## src/sv/wfpa_pkg.sv

```systemverilog
`timescale 1ns / 1ps
// ----------------------------------------------------------------------------
// wfpa_pkg
// Shared types and constants for the worst-fit partition allocator.
// ----------------------------------------------------------------------------
package wfpa_pkg;

  // Table geometry
  localparam int SLOTS     = 16;
  localparam int SIZE_BITS = 16;
  localparam int SLOT_BITS = (SLOTS > 1) ? $clog2(SLOTS) : 1;
  localparam int CNT_BITS  = $clog2(SLOTS + 1);

  // Fixed field widths of the channel words
  localparam int CFG_BITS  = 5;
  localparam int IDX_W     = 4;
  localparam int SZ_W      = 16;
  localparam int STAT_W    = 2;

  // Action codes
  localparam logic ACT_LOAD  = 1'b0;
  localparam logic ACT_ALLOC = 1'b1;

  // Status codes
  localparam logic [STAT_W-1:0] STAT_LOADED    = 2'd0;
  localparam logic [STAT_W-1:0] STAT_ALLOCATED = 2'd1;
  localparam logic [STAT_W-1:0] STAT_NOFIT     = 2'd2;
  localparam logic [STAT_W-1:0] STAT_UNUSED    = 2'd3;

  typedef struct packed {
    logic             action;
    logic [IDX_W-1:0] slot_index;
    logic [SZ_W-1:0]  size_value;
  } in_word_t;

  typedef struct packed {
    logic [STAT_W-1:0] status;
    logic [IDX_W-1:0]  chosen_slot;
    logic [SZ_W-1:0]   remaining_size;
  } out_word_t;

  typedef enum logic [1:0] {
    ST_IDLE,
    ST_SCAN,
    ST_DECIDE,
    ST_FINISH
  } state_t;

endpackage

```

## src/sv/wfpa_ram.sv

```systemverilog
`timescale 1ns / 1ps
// ----------------------------------------------------------------------------
// wfpa_ram
// Generic single-write, single-read RAM with registered read data.
// ----------------------------------------------------------------------------
module wfpa_ram #(
  parameter int WIDTH = 16,
  parameter int DEPTH = 16,
  localparam int AW   = (DEPTH > 1) ? $clog2(DEPTH) : 1
) (
  input  logic             clk,
  input  logic             we,
  input  logic [AW-1:0]    waddr,
  input  logic [WIDTH-1:0] wdata,
  input  logic [AW-1:0]    raddr,
  output logic [WIDTH-1:0] rdata
);

  logic [WIDTH-1:0] mem [DEPTH];

  always_ff @(posedge clk) begin
    if (we) begin
      mem[waddr] <= wdata;
    end
    rdata <= mem[raddr];
  end

endmodule

```

## src/sv/worst_fit_partition_allocator.sv

```systemverilog
`timescale 1ns / 1ps
// ----------------------------------------------------------------------------
// worst_fit_partition_allocator
// Free-size table with worst-fit search; one result word per input word.
// ----------------------------------------------------------------------------
// Sequencing: a load word is written in IDLE and passes through FINISH to
//   the output register; an allocate word runs SCAN, DECIDE and FINISH,
//   scanning N entries, N = partitions in use clamped to SLOTS.
// Throughput: one word at a time; the scan reads one table entry per cycle
//   from the single RAM read port, and FINISH holds through any output stall.
// Reset (rst_n low, synchronous): table reads as all zero at once through
//   per-slot valid flags, partitions_in_use = 0, output empty.
// ----------------------------------------------------------------------------
module worst_fit_partition_allocator (
  input  logic                          clk,
  input  logic                          rst_n,
  // configuration: partitions_in_use
  input  logic                          cfg_valid,
  output logic                          cfg_ready,
  input  logic [wfpa_pkg::CFG_BITS-1:0] cfg_data,
  // input words
  input  logic                          in_valid,
  output logic                          in_ready,
  input  wfpa_pkg::in_word_t            in_word,
  // result words
  output logic                          out_valid,
  input  logic                          out_ready,
  output wfpa_pkg::out_word_t           out_word
);

  localparam int SB = wfpa_pkg::SIZE_BITS;
  localparam int AB = wfpa_pkg::SLOT_BITS;
  localparam int CB = wfpa_pkg::CNT_BITS;

  // control
  wfpa_pkg::state_t state_r, state_nxt;
  logic [wfpa_pkg::CFG_BITS-1:0] pin_r, pin_nxt;       // partitions_in_use
  logic [wfpa_pkg::SLOTS-1:0]    vld_r, vld_nxt;       // slot written since reset
  logic [CB-1:0]                 cnt_r, cnt_nxt;       // clamped scan length
  logic [CB-1:0]                 rd_idx_r, rd_idx_nxt; // next address to read
  logic                          rd_pend_r, rd_pend_nxt;
  logic                          out_valid_r, out_valid_nxt;

  // datapath
  logic [AB-1:0]          rd_slot_r, rd_slot_nxt;
  logic                   vld_d_r, vld_d_nxt;
  logic [SB-1:0]          size_r, size_nxt;
  logic                   found_r, found_nxt;
  logic [AB-1:0]          best_slot_r, best_slot_nxt;
  logic [SB-1:0]          best_val_r, best_val_nxt;
  wfpa_pkg::out_word_t    res_r, res_nxt;
  wfpa_pkg::out_word_t    out_r, out_nxt;

  // RAM port
  logic          ram_we;
  logic [AB-1:0] ram_waddr;
  logic [SB-1:0] ram_wdata;
  logic [AB-1:0] ram_raddr;
  logic [SB-1:0] ram_rdata;

  // scratch
  logic          issue;
  logic [SB-1:0] cur_val;
  logic [SB-1:0] in_size;
  logic [SB-1:0] diff;
  logic          slot_ok;

  wfpa_ram #(
    .WIDTH (SB),
    .DEPTH (wfpa_pkg::SLOTS)
  ) u_ram (
    .clk   (clk),
    .we    (ram_we),
    .waddr (ram_waddr),
    .wdata (ram_wdata),
    .raddr (ram_raddr),
    .rdata (ram_rdata)
  );

  assign cfg_ready = 1'b1;
  assign in_ready  = (state_r == wfpa_pkg::ST_IDLE);
  assign out_valid = out_valid_r;
  assign out_word  = out_r;

  // Entries never written since reset read as zero
  assign cur_val = vld_d_r ? ram_rdata : '0;
  // Request reduced to the table width
  assign in_size = SB'(in_word.size_value);
  assign diff    = best_val_r - size_r;
  assign slot_ok = (32'(in_word.slot_index) < 32'(wfpa_pkg::SLOTS));

  always_comb begin
    state_nxt     = state_r;
    pin_nxt       = pin_r;
    vld_nxt       = vld_r;
    cnt_nxt       = cnt_r;
    rd_idx_nxt    = rd_idx_r;
    rd_pend_nxt   = rd_pend_r;
    rd_slot_nxt   = rd_slot_r;
    vld_d_nxt     = vld_d_r;
    size_nxt      = size_r;
    found_nxt     = found_r;
    best_slot_nxt = best_slot_r;
    best_val_nxt  = best_val_r;
    res_nxt       = res_r;
    out_nxt       = out_r;
    out_valid_nxt = out_valid_r;
    ram_we        = 1'b0;
    ram_waddr     = '0;
    ram_wdata     = '0;
    ram_raddr     = rd_idx_r[AB-1:0];
    issue         = 1'b0;

    if (cfg_valid) begin
      pin_nxt = cfg_data;
    end

    // output register drains independently of the engine
    if (out_valid_r && out_ready) begin
      out_valid_nxt = 1'b0;
    end

    unique case (state_r)
      wfpa_pkg::ST_IDLE: begin
        if (in_valid) begin
          size_nxt = in_size;
          if (in_word.action == wfpa_pkg::ACT_LOAD) begin
            // load: write straight into the table
            res_nxt.status      = wfpa_pkg::STAT_LOADED;
            res_nxt.chosen_slot = in_word.slot_index;
            if (slot_ok) begin
              ram_we                      = 1'b1;
              ram_waddr                   = AB'(in_word.slot_index);
              ram_wdata                   = in_size;
              vld_nxt[AB'(in_word.slot_index)] = 1'b1;
              res_nxt.remaining_size      = wfpa_pkg::SZ_W'(in_size);
            end else begin
              res_nxt.remaining_size = '0;
            end
            state_nxt = wfpa_pkg::ST_FINISH;
          end else begin
            // allocate: clamp the slot count, start the scan at slot 0
            if (32'(pin_r) > 32'(wfpa_pkg::SLOTS)) begin
              cnt_nxt = CB'(wfpa_pkg::SLOTS);
            end else begin
              cnt_nxt = CB'(pin_r);
            end
            rd_idx_nxt    = '0;
            rd_pend_nxt   = 1'b0;
            found_nxt     = 1'b0;
            best_slot_nxt = '0;
            best_val_nxt  = '0;
            state_nxt     = wfpa_pkg::ST_SCAN;
          end
        end
      end

      wfpa_pkg::ST_SCAN: begin
        // read one entry per cycle; compare the previous cycle's read
        issue       = (rd_idx_r < cnt_r);
        rd_pend_nxt = issue;
        rd_slot_nxt = rd_idx_r[AB-1:0];
        vld_d_nxt   = vld_r[rd_idx_r[AB-1:0]];
        if (issue) begin
          rd_idx_nxt = rd_idx_r + 1'b1;
        end
        if (rd_pend_r) begin
          // strict compare keeps the lowest index on ties
          if ((cur_val >= size_r) && (!found_r || (best_val_r < cur_val))) begin
            found_nxt     = 1'b1;
            best_slot_nxt = rd_slot_r;
            best_val_nxt  = cur_val;
          end
        end
        if (!issue && !rd_pend_r) begin
          state_nxt = wfpa_pkg::ST_DECIDE;
        end
      end

      wfpa_pkg::ST_DECIDE: begin
        if (found_r) begin
          ram_we                 = 1'b1;
          ram_waddr              = best_slot_r;
          ram_wdata              = diff;
          vld_nxt[best_slot_r]   = 1'b1;
          res_nxt.status         = wfpa_pkg::STAT_ALLOCATED;
          res_nxt.chosen_slot    = wfpa_pkg::IDX_W'(best_slot_r);
          res_nxt.remaining_size = wfpa_pkg::SZ_W'(diff);
        end else begin
          res_nxt.status         = wfpa_pkg::STAT_NOFIT;
          res_nxt.chosen_slot    = '0;
          res_nxt.remaining_size = '0;
        end
        state_nxt = wfpa_pkg::ST_FINISH;
      end

      wfpa_pkg::ST_FINISH: begin
        // hand over once the output register is free or draining
        if (!out_valid_r || out_ready) begin
          out_nxt       = res_r;
          out_valid_nxt = 1'b1;
          state_nxt     = wfpa_pkg::ST_IDLE;
        end
      end

      default: begin
        state_nxt = wfpa_pkg::ST_IDLE;
      end
    endcase
  end

  always_ff @(posedge clk) begin
    if (!rst_n) begin
      state_r     <= wfpa_pkg::ST_IDLE;
      pin_r       <= '0;
      vld_r       <= '0;
      cnt_r       <= '0;
      rd_idx_r    <= '0;
      rd_pend_r   <= 1'b0;
      found_r     <= 1'b0;
      out_valid_r <= 1'b0;
    end else begin
      state_r     <= state_nxt;
      pin_r       <= pin_nxt;
      vld_r       <= vld_nxt;
      cnt_r       <= cnt_nxt;
      rd_idx_r    <= rd_idx_nxt;
      rd_pend_r   <= rd_pend_nxt;
      found_r     <= found_nxt;
      out_valid_r <= out_valid_nxt;
    end
  end

  always_ff @(posedge clk) begin
    rd_slot_r   <= rd_slot_nxt;
    vld_d_r     <= vld_d_nxt;
    size_r      <= size_nxt;
    best_slot_r <= best_slot_nxt;
    best_val_r  <= best_val_nxt;
    res_r       <= res_nxt;
    out_r       <= out_nxt;
  end

endmodule

```

## config.mk

```make
export PLATFORM = sky130hd
export DESIGN_NAME = worst_fit_partition_allocator
export DESIGN_NICKNAME = d
export VERILOG_FILES = /design/src/sv/wfpa_pkg.sv /design/src/sv/wfpa_ram.sv /design/src/sv/worst_fit_partition_allocator.sv
export SDC_FILE = /design/constraint.sdc
export NUM_CORES = 1
export LEC_CHECK = 0
export ABC_CLOCK_PERIOD_IN_PS = 6150
export BUFFER_PORTS_ARGS = -buffer_cell sky130_fd_sc_hd__buf_2
export CORE_AREA = 3 3 236 238
export CTS_BUF_LIST = sky130_fd_sc_hd__clkbuf_8
export DETAILED_ROUTE_END_ITERATION = 10
export DIE_AREA = 0 0 239 241
export PLACE_DENSITY = 0.45
export SETUP_SLACK_MARGIN = 0.1
export SYNTH_ARGS = -nofsm -noshare
export SYNTH_HDL_FRONTEND = slang
export SYNTH_SLANG_ARGS = --single-unit
```

## constraint.sdc

```tcl
create_clock -name clk -period 6.15 [get_ports clk]
set_input_delay 1.23 -clock clk [delete_from_list [all_inputs] [get_ports clk]]
set_output_delay 1.23 -clock clk [all_outputs]
set_load 0.1 [all_outputs]
```

==> impl_metrics.toml, run 1 <==
[timing]
hold_viol_final = 0
fin_worst_skew_ns = 0.0362
setup_viol_count_final = 0
rsz0062_at_grt = "no"
slew_headroom = 0.234
period_needed_ns = 3.85
totalNegativeSetupSlack_ns = 0
worst_pin_slew_ns = 1.15
fmax_mhz = 260
slew_viol_final = 0
fin_crit_sh = 0.626

[synth]
synth.area.mux_share = 0.121
synth-seq-area-share = 0.677
synth_top_family_by_area = "multiplexers"
yosys-top-cells-area = "edfxtp_1, mux4_2, dfxtp_1, ha_1, nor2_1"
synthSimpleGateAreaFrac = 0.0607
synthTopCellsByCount = "edfxtp_1, mux4_2, nor2_1, nand2_1, inv_1"
syn-num-nets = 1146
synth_compound_gate_area_share = 0.0684
syn-instance-count = 1059
synth_top_area_frac = 0.614
yosysMostFrequentCell = "edfxtp_1"
synth_warnings = 0
ys_ff_latch = 393
synth_edf_count = 341
avgSynthCellArea_um2 = 15.7
ys_types = 66
synth_xor_xnor_area_share = 0.00525
ys_async_sr_fraction = 0
ys_dominant_reg_cell = "edfxtp_1"
syn_area_mm2 = 0.0167
synth_area_leader_cell = "edfxtp_1"
synthAdderAreaFrac = 0.0425

[grt]
antenna_found_initial = 2
globalRoute.totalOverflow = 0
grt_pass1_wl_mm = 62.7
grtUsageTotal = 0.148
grt_max_degree = 66
grt_pass1_vias = 9585

[setup_path]
rrSetupSlack_ns = 2.30
path_class = "reg -> reg"
crit_fanout = 23
end_kind = "flip-flop"
crit_arrival_ns = 4.08
critical_path_required_ns = 6.38
worstRegToRegCells = 9
crit_path_start = "state_r[0]$_SDFFE_PN0P_"
start_kind = "flip-flop"
rr_startpoint = "state_r[0]$_SDFFE_PN0P_"
endpoint = "u_ram.mem[13][11]$_DFFE_PP_"
reg2reg_to = "u_ram.mem[13][11]$_DFFE_PP_"

[floorplan]
core_mm2 = 0.0538
fp.dieH_um = 241
die_area_mm2 = 0.0576
row_count = 85
start_util = 0.310
fp.dieW_um = 239
ios = 56

[routing]
drt_iter0_markers = 761
wl_per_cell_um = 21.9
wirelength_mm = 41.8
postRouteAntennaNets = 0
drc = 0
via_per_inst = 4.96
dr.pass1.iters = 6
via_count = 9473

[place]
gp_congestion = 0.817
placed_cell_area_mm2 = 0.0178
dp_cells = 1781
hpwl_mm = 28.0
numPortBuffers = 54

[clock_network]
postCtsSetupRepairBufs = 0
clk_latency_ns = 0.64
clock_path_buffers = 3
cts_root_buffer = "clkbuf_8"
clkSinkCount = 393
ctsResizeCount = 0
h-tree-depth = 3
cts_tree = "built"
cts_buffers = 70
holdBufCountCts = 0
clk_pin_slew_worst_paths_ns = 0.06

[job]
maxCapViolCount = 0

[power_and_ir_drop]
vdd.ir_drop.worst_uv = 129
power_density_mw_per_mm2 = 359
p_leak_nw = 6.65

[cells_and_area]
layout-drive-gt1-share = 0.231
fin_area_mm2 = 0.0191
syn_to_final_growth_pct = 14.6
final_cells = 1908
nNetsFinal = 1244

[min_path]
hold_class = "reg -> reg"

[status]
outcome = "finished, final reports clean"
==> power by group <==
group	internal, W	switching, W	leakage (nW)
logic	0.000372	0.000915	2.36
registers	0.00318	0.0000954	3.54
clock network	0.00116	0.00113	0.753
total	0.00471	0.00214	6.65
==> cell type report <==
| cell class | count | area (µm²) |
|---|---|---|
| sequential | 393 | 11300 |
| antenna | 1 | 2.50 |
| inverter | 60 | 225 |
| multi-input combinational | 561 | 5010 |
| fill | 5138 | 34700 |
| clock buffer | 73 | 1000 |
| tap | 696 | 871 |
| timing repair buffer | 71 | 398 |
| clock inverter | 53 | 299 |
==> sequential cells by signal, indices dropped and copies added (netlist names), 16 cells and up <==
signal and count:
u_ram.mem 256, size_r 16, u_ram.rdata 16, best_val_r 16, vld_r 16, res_r 22, out_word 22
==> through the flow <==
step	setup WS, ns	hold slack (ns)	utilization	power [W]
3_5_place_dp	1.92	0.405	0.331	0.00463
3_3_place_gp	1.92	0.401	0.331	0.00462
5_1_grt	1.96	0.422	0.355	0.00722
6_report	2.30	0.416	0.355	0.00685
4_1_cts	2.26	0.417	0.355	0.00696
2_1_floorplan	2.50	0.400	-	0.00423
==> worst min path at each step <==
| stage | to | start | cells after the start | slack (ns) |
|---|---|---|---|---|
| global placement | out_word[18]$_DFFE_PP_ | res_r[18]$_DFFE_PP_ | 0 | 0.40 |
| detailed placement | out_word[17]$_DFFE_PP_ | res_r[17]$_DFFE_PP_ | 0 | 0.40 |
| CTS | out_word[9]$_DFFE_PP_ | res_r[9]$_DFFE_PP_ | 0 | 0.42 |
| floorplan | out_word[0]$_DFFE_PP_ | res_r[0]$_DFFE_PP_ | 0 | 0.40 |
| finish | out_word[9]$_DFFE_PP_ | res_r[9]$_DFFE_PP_ | 0 | 0.42 |
| global route | out_word[9]$_DFFE_PP_ | res_r[9]$_DFFE_PP_ | 0 | 0.42 |
==> layout by cell type, fill, tap and decap left out, types with 16 or more instances in the layout <==
master,Yosys,routed
nand2_1,62,62
nor2_2,0,16
edfxtp_1,341,341
mux4_2,85,85
nor2_1,81,65
o22ai_1,20,20
inv_1,59,80
buf_4,1,17
clkbuf_8,1,73
a21oi_1,50,50
ha_1,55,55
buf_2,8,54
o21ai_0,50,49
dfxtp_1,52,49
==> metal layers <==
metal	routed length [µm]	vias up	track usage
met4	1040	0	0.0544
met2	19000	259	0.229
met5	0	-	0
met3	1930	60	0.0291
li1	-	4312	-
met1	19900	4842	0.207
==> logic make-up after synthesis <==
kind of cell | Yosys count
DFF | 393
and+or+nand+nor | 216
AOI/OAI and AO/OA | 183
buffers and inverters | 105
muxes | 95
adders and majority gates | 56
xor gates and xnor gates | 10
other | 1
==> critical path: stages, from the launching register on <==
cell     delay, ns
dfxtp_1       0.34
inv_1         0.08
ha_1          0.75
nand2_1       0.22
inv_1         0.52
nand2_1       0.19
a21oi_1       0.16
a31oi_1       0.05
o32a_1        0.33
nor2_2        0.79
Note: power is estimated with default switching activity, not from simulation.
==> run 2, diff against run 1 <==
ABC_AREA = 1   (was default)
ABC_CLOCK_PERIOD_IN_PS = 3600   (was 6150)
CORE_AREA = 3 3 238 240   (was 3 3 236 238)
DIE_AREA = 0 0 241 243   (was 0 0 239 241)
clock period = 3.6 ns   (was 6.15 ns; I/O delays follow)
==> impl_metrics.toml, run 2 <==
[status]
outcome = "finished, final reports clean"

[place]
gp_congestion = 0.823
dp_cells = 2200
hpwl_mm = 28.1
dp_slack_ns = 0.730
placed_cell_area_mm2 = 0.0182
numPortBuffers = 54

[cells_and_area]
final_cells = 2326
nNetsFinal = 1653
layout_common_cells = "edfxtp_1, nor2_1, o21ai_0, nand2_1, inv_1"
layout-drive-gt1-share = 0.153
syn_to_final_growth_pct = 14.7
top_register = "u_ram.mem"
largest_register_ffs = 256
layout_commonest_cell = "edfxtp_1"
fin_area_mm2 = 0.0194
nFillCells = 5397

[floorplan]
die_area_mm2 = 0.0586
start_util = 0.309
row_count = 86
fp.dieH_um = 243
fp.dieW_um = 241
ios = 56
core_mm2 = 0.0549

[timing]
fmax_mhz = 356
fin_crit_sh = 0.779
slew_headroom = 0.369
fin_worst_skew_ns = 0.0321
setup_viol_count_final = 0
hold_viol_final = 0
period_needed_ns = 2.81
worst_pin_slew_ns = 0.947
totalNegativeSetupSlack_ns = 0
setup_slack_ns = 0.795
slew_viol_final = 0
rsz0062_at_grt = "no"

[routing]
wirelength_mm = 46.3
routed-wl-met3_mm = 2.41
wl_met1_mm = 21.8
maxUsedRoutingLayer = "met4"
met2WireLength_mm = 21.1
via_per_inst = 4.95
wl_per_cell_um = 19.9
postRouteAntennaNets = 0
drc = 0
via_count = 11500
drt_iter0_markers = 700
dr.pass1.iters = 4

[synth]
yosysMostFrequentCell = "edfxtp_1"
syn-instance-count = 1467
avgSynthCellArea_um2 = 11.5
synthTopCellsByCount = "edfxtp_1, nor2_1, o21ai_0, nand2_1, inv_1"
syn_area_mm2 = 0.0169
synth_edf_count = 341
ys_dominant_reg_cell = "edfxtp_1"
yosys-top-cells-area = "edfxtp_1, dfxtp_1, o21ai_0, nor2_1, ha_1"
ys_types = 47
ys_async_sr_fraction = 0
synth_warnings = 0
synth_top_area_frac = 0.605
ys_ff_latch = 393
synth_area_leader_cell = "edfxtp_1"
syn-num-nets = 1554
synth-seq-area-share = 0.666

[power_and_ir_drop]
vdd.ir_drop.worst_uv = 271
clkPwrFrac = 0.310
sw_frac_of_total = 0.322
power.share.sequential = 0.481
fin_total_pwr_w = 0.0119
p_leak_nw = 7.28
power_density_mw_per_mm2 = 614
p_int_w = 0.00809
switchingPower_w = 0.00385
p_comb_frac = 0.209

[setup_path]
path_class = "reg -> reg"
crit_fanout = 20
end_kind = "flip-flop"
crit_arrival_ns = 3.11
start_kind = "flip-flop"
critical_path_required_ns = 3.91

[grt]
grtUsageTotal = 0.159
antenna_found_initial = 5
grt_max_degree = 140
grt_pass1_vias = 11400
grt_pass1_wl_mm = 70.4
globalRoute.totalOverflow = 0

[clock_network]
clkSinkCount = 393
holdBufCountCts = 0
postCtsSetupRepairBufs = 0
ctsResizeCount = 0
cts_buffers = 68
clk_pin_slew_worst_paths_ns = 0.06
cts_root_buffer = "clkbuf_8"
clock_path_buffers = 3
cts_tree = "built"
clk_latency_ns = 0.63
h-tree-depth = 3

[job]
maxCapViolCount = 0

[min_path]
hold_class = "in -> reg"
## run 2: critical path, stage by stage, from the launching register on
cell and delay, ns:
edfxtp_1 0.64, nand2_1 0.23, inv_1 0.06, ha_1 0.29
nand2_1 0.09, nor3_1 0.38, nand3_1 0.12, nand3_1 0.15
nand2_1 0.06, inv_1 0.05, nand2_1 0.07, nand2_1 0.06
buf_4 0.29
## run 2: metrics by stage
step                      utilization  hold WS [ns]
after detailed placement        0.332         0.405
after floorplan                     -         0.400
after CTS                       0.354         0.212
after global routing            0.354         0.235
after global placement          0.332         0.405
final                           0.354         0.277
## run 2: power by group through the flow
| stage | sequential (W) | clock (W) | combinational [W] |
|---|---|---|---|
| 2_1_floorplan | 0.00608 | 0 | 0.00152 |
| 3_3_place_gp | 0.00583 | 0 | 0.00251 |
| 3_5_place_dp | 0.00584 | 0 | 0.00252 |
| 4_1_cts | 0.00574 | 0.00384 | 0.00253 |
| 5_1_grt | 0.00578 | 0.00407 | 0.00281 |
| 6_report | 0.00574 | 0.00370 | 0.00250 |
## run 2: area by class of cell
class | count | area, µm² | area share
timing repair buffer | 99 | 646 | 0.0332
sequential | 393 | 11300 | 0.581
clock buffer | 73 | 1000 | 0.0517
clock inverter | 52 | 228 | 0.0117
tap | 704 | 881 | 0.0453
antenna | 1 | 2.50 | 0.000129
multi-input combinational | 883 | 4920 | 0.253
inverter | 121 | 459 | 0.0236
## run 2: per-layer routing
| metal | up-vias | track usage |
|---|---|---|
| li1 | 5490 | - |
| met1 | 5647 | 0.222 |
| met5 | - | 0 |
| met4 | 0 | 0.0531 |
| met2 | 305 | 0.250 |
| met3 | 65 | 0.0298 |
## run 2: cell families after synthesis
group / after synthesis / synth area share
buffers and inverters: 191 / 0.0459
xor gates and xnor gates: 4 / 0.00207
AOI/OAI and AO/OA: 373 / 0.133
adders and majority gates: 56 / 0.0418
DFF: 393 / 0.666
and+or+nand+nor: 449 / 0.111
other: 1 / 0.000221
## run 2: final timing paths
path	from	endpoint	slack [ns]	cells after the start
worst max-delay path	vld_d_r$_DFFE_PP_	best_val_r[8]$_SDFFCE_PN0P_	0.79	12
worst min-delay path	in_word[12]	size_r[12]$_DFFE_PP_	0.28	1
worst max register to register	vld_d_r$_DFFE_PP_	best_val_r[8]$_SDFFCE_PN0P_	0.79	12
worst min register to register	res_r[5]$_DFFE_PP_	out_word[5]$_DFFE_PP_	0.42	0
